## src/design/indexed_set_with_undo_assert.svh

```systemverilog
// Assertion macros for the indexed set block
`ifndef INDEXED_SET_WITH_UNDO_ASSERT_SVH
`define INDEXED_SET_WITH_UNDO_ASSERT_SVH
`ifndef SYNTHESIS
`define ISU_ASSERT_IMPL(label, clk, rst_n, ante, cons) \
	label: assert property (@(posedge clk) disable iff (!rst_n) (ante) |-> (cons)) \
	else $error("assertion failed");
`define ISU_ASSERT_NEXT(label, clk, rst_n, ante, cons) \
	label: assert property (@(posedge clk) disable iff (!rst_n) (ante) |=> (cons)) \
	else $error("assertion failed");
`else
`define ISU_ASSERT_IMPL(label, clk, rst_n, ante, cons)
`define ISU_ASSERT_NEXT(label, clk, rst_n, ante, cons)
`endif
`endif

```

## src/design/isu_ram.sv

```systemverilog
module isu_ram #(
	parameter int WIDTH = 8,
	parameter int DEPTH = 256
) (
	input  logic                     clk,
	input  logic                     we,
	input  logic [$clog2(DEPTH)-1:0] waddr,
	input  logic [WIDTH-1:0]         wdata,
	input  logic [$clog2(DEPTH)-1:0] raddr,
	output logic [WIDTH-1:0]         rdata
);
	logic [WIDTH-1:0] mem_q [DEPTH];

	always_ff @(posedge clk) begin
		if (we) begin
			mem_q[waddr] <= wdata;
		end
		rdata <= mem_q[raddr];
	end
endmodule

```

## config.mk

```make
export PLATFORM = sky130hd
export DESIGN_NAME = isu_ram
export DESIGN_NICKNAME = d
export VERILOG_FILES = /design/src/design/indexed_set_with_undo_assert.svh /design/src/design/isu_ram.sv
export SDC_FILE = /design/constraint.sdc
export NUM_CORES = 2
export LEC_CHECK = 0
export BUFFER_PORTS_ARGS = -buffer_cell sky130_fd_sc_hd__buf_2
export CAP_MARGIN = 20
export CELL_PAD_IN_SITES_DETAIL_PLACEMENT = 0
export CELL_PAD_IN_SITES_GLOBAL_PLACEMENT = 1
export CORE_MARGIN = 2
export CORE_UTILIZATION = 59
export CTS_BUF_LIST = sky130_fd_sc_hd__clkbuf_2 sky130_fd_sc_hd__clkbuf_4 sky130_fd_sc_hd__clkbuf_8
export CTS_CLUSTER_DIAMETER = 100
export CTS_CLUSTER_SIZE = 10
export DETAILED_ROUTE_END_ITERATION = 16
export HOLD_SLACK_MARGIN = 0.02
export PLACE_DENSITY = 0.79
export SLEW_MARGIN = 25
export SYNTH_ARGS = -nofsm -noshare
export SYNTH_HDL_FRONTEND = slang
export SYNTH_SLANG_ARGS = --single-unit
```

## constraint.sdc

```tcl
create_clock -name clk -period 2.85 [get_ports clk]
set_input_delay 0.57 -clock clk [delete_from_list [all_inputs] [get_ports clk]]
set_output_delay 0.57 -clock clk [all_outputs]
set_load 0.01 [all_outputs]
```

==> results.json <==
{
  "numCtsBuffers": 223,
  "final-max-slew-violation-count": 0,
  "grt_setup_unrepaired": "no",
  "drive_above_1_share_pct": 32.68,
  "mostFrequentLayoutCell": "edfxtp_1",
  "tritoncts": "done",
  "pwr-share-comb_pct": 6.3,
  "gp_congestion": 0.9015,
  "reg2reg_slack_ns": 0.07,
  "antenna_left": 0,
  "yosysTopAreaCellShare_pct": 77.30,
  "instances_no_fill": 6263,
  "nets": 4457,
  "cts_sinks": 2056,
  "grt_pass1_wl_um": 278700,
  "p_leak_nw": 29.04,
  "yosysSeqAreaShare_pct": 77.50,
  "grt_overflow_total": 0,
  "holdWs_ns": 0.1181,
  "synthTopCellsByArea": "edfxtp_1, mux4_2, mux2i_1, nor2_1, a22oi_1",
  "setup_viol": 0,
  "avgSynthCellArea_um2": 21.31,
  "finalCritPeriodShare_pct": 97.77,
  "drv_cap": 0,
  "yosys.area_share.adder_pct": 0,
  "post-route-min-period_ns": 2.787,
  "synth_flop_cell": "edfxtp_1",
  "vias_per_cell": 6.531,
  "postSynthCellCount": 3733,
  "route.vias.total": 40900,
  "fmax_mhz": 358.9,
  "syn_to_final_growth_pct": 13.31,
  "io_pins": 34,
  "p_per_area_nw_per_um2": 599.8,
  "antenna_found_initial": 13,
  "irDropWorstVdd_mv": 0.5661,
  "pwr-share-clk_pct": 32.0,
  "rr_worst_depth": 6,
  "muxShareOfSynthArea_pct": 14.62,
  "h-tree-depth": 4,
  "p_int_mw": 42.46,
  "synthesis.nets": 3759,
  "status": "finished, final reports clean",
  "synth-xor-area-share_pct": 0,
  "async_reset_ff_share_pct": 0,
  "hold_path_class": "in -> reg",
  "p_sw_mw": 11.61,
  "hold_violations": 0,
  "remaining_drc_errors": 0,
  "fillers": 8332,
  "dieArea_um2": 137800,
  "syn_area_um2": 79560,
  "grt_usage_pct": 28.56,
  "die_y_um": 371.2,
  "grt_max_degree": 97,
  "wl_per_cell_um": 30.73,
  "worst_slack_ns": 0.06346,
  "worstMarginPinSlew_ns": 1.039,
  "most-common-layout-cells": "edfxtp_1, buf_4, mux4_2",
  "yosys.area_share.simple_pct": 2.628,
  "cp.arrival_ns": 3.61,
  "switching_share_pct": 21.47,
  "placed_cells": 5973,
  "core_area_um2": 133600,
  "synth_compound_area_share_pct": 3.419,
  "cts_root_buf": "clkbuf_8",
  "crit_type": "in -> reg",
  "synth_top_cell_by_area": "edfxtp_1",
  "critPathCaptureType": "flip-flop",
  "synth_top_family_by_area": "multiplexers",
  "path_max_fanout": 12,
  "fin_util_pct": 67.46,
  "grt_pass1_vias": 40610,
  "cts_buffer_depth": 3,
  "design_area_um2": 90150,
  "hold_end": "mem_q[115][6]$_DFFE_PP_",
  "port-buffer-count": 33,
  "synth-seq-cells": 2056,
  "place_hpwl_um": 125600,
  "clk_pin_slew_worst_paths_ns": 0.07,
  "postCtsSetupRepairBufs": 0,
  "initial_utilization_pct": 59.54,
  "cp-start-kind": "input port",
  "crit-reg2reg-launch": "mem_q[83][5]$_DFFE_PP_",
  "p_seq_share_pct": 61.7,
  "wl_um": 192500,
  "worstPathRequired_ns": 3.67,
  "ys_types": 55,
  "synth_edf_count": 2048,
  "hp-start": "wdata[6]",
  "rows": 134,
  "first_iter_violations": 5632,
  "relSlewSlack_pct": 30.09,
  "r2r-end": "rdata[5]$_DFF_P_",
  "pre_cts_slack_ns": -1.058,
  "insertion_delay_ns": 0.98,
  "dpl_cell_area_um2": 86530,
  "worstHoldPathCells": 1,
  "drtPass1Iterations": 5,
  "ys_warn_count": 0,
  "worst_clock_skew_ns": 0.04921,
  "die_x_um": 371.2
}
synthesized netlist by cell type, drive strengths merged, types with 8 or more instances:
cell,count
edfxtp,2048
mux4,456
nor2,282
mux2i,134
a22oi,133
buf,122
clkbuf,111
a21oi,96
o221ai,47
nand3,34
nand2,33
nor2b,31
o22ai,28
nor4,27
nor3,22
a211oi,16
a221oi,14
o21ai,12
nand4,10
o211ai,10
a22o,8
dfxtp,8
nand2b,8
cell type report:
| class | count | area (µm²) | area share, % |
|---|---|---|---|
| Sequential cell | 2056 | 61660 | 68.40 |
| Multi-Input combinational cell | 1442 | 16500 | 18.30 |
| Timing Repair Buffer | 706 | 6176 | 6.851 |
| Clock buffer | 275 | 3485 | 3.865 |
| Tap cell | 1768 | 2212 | 2.454 |
| Clock inverter | 11 | 100.1 | 0.1110 |
| Inverter | 2 | 7.507 | 0.008328 |
| Antenna cell | 3 | 7.507 | 0.008328 |
flip-flops by register name, summed over array words and instances, names as in the netlist:
| register | cells |
|---|---|
| mem_q | 2048 |
| rdata | 8 |
layer usage:
layer  track usage, %  vias to the layer above  wire length [µm]
met4            8.930                       10              5793
met3            5.937                      329             20110
met1            41.73                    21330             74950
met2            44.12                     2290             91560
li1                 -                    16940                 -
met5                0                        -                65
how the worst max path moves through the flow:
stage	slack, ns	startpoint	end
after detailed placement	-1.06	raddr[0]	rdata[1]$_DFF_P_
after global placement	-1.09	raddr[0]	rdata[1]$_DFF_P_
after floorplan	0.34	raddr[0]	rdata[2]$_DFF_P_
after global routing	0.03	mem_q[26][2]$_DFFE_PP_	rdata[2]$_DFF_P_
final	0.06	raddr[0]	rdata[2]$_DFF_P_
after CTS	0.08	mem_q[83][5]$_DFFE_PP_	rdata[5]$_DFF_P_
power by group through the flow:
stage	combinational, mW	sequential (mW)	clock (mW)
floorplan	1.62	34.0	0
global placement	3.34	34.0	0
detailed placement	3.39	34.0	0
CTS	3.40	33.4	17.6
global route	3.57	33.4	18.7
finish	3.40	33.4	17.3
per-stage QoR:
step / power [mW] / setup TNS [ns]
after floorplan: 35.63 / 0
after global placement: 37.38 / -6.265
after detailed placement: 37.44 / -6.406
after CTS: 54.36 / 0
after global routing: 55.62 / 0
final: 54.07 / 0
repair_timing:
item | CTS | global route
gates resized for setup | 1 | 0
hold buffers | 1 | 0
hold endpoints to repair | 28 | 0
setup endpoints to repair | 1 | 0
logic make-up after synthesis:
group	count (synthesis)
buffers and inverters	235
muxes	591
AOI/OAI and AO/OA	385
and+or+nand+nor	466
DFF	2056
worst max-delay path, stage by stage:
cell     delay (ns)
buf_8          0.24
buf_12         0.20
buf_12         0.12
buf_4          0.17
mux4_2         0.50
a22oi_1        0.39
a21oi_1        0.24
buf_4          0.20
nor4_1         0.64
buf_4          0.28
nor4_2         0.04
Power figures use the tool's default switching activity.
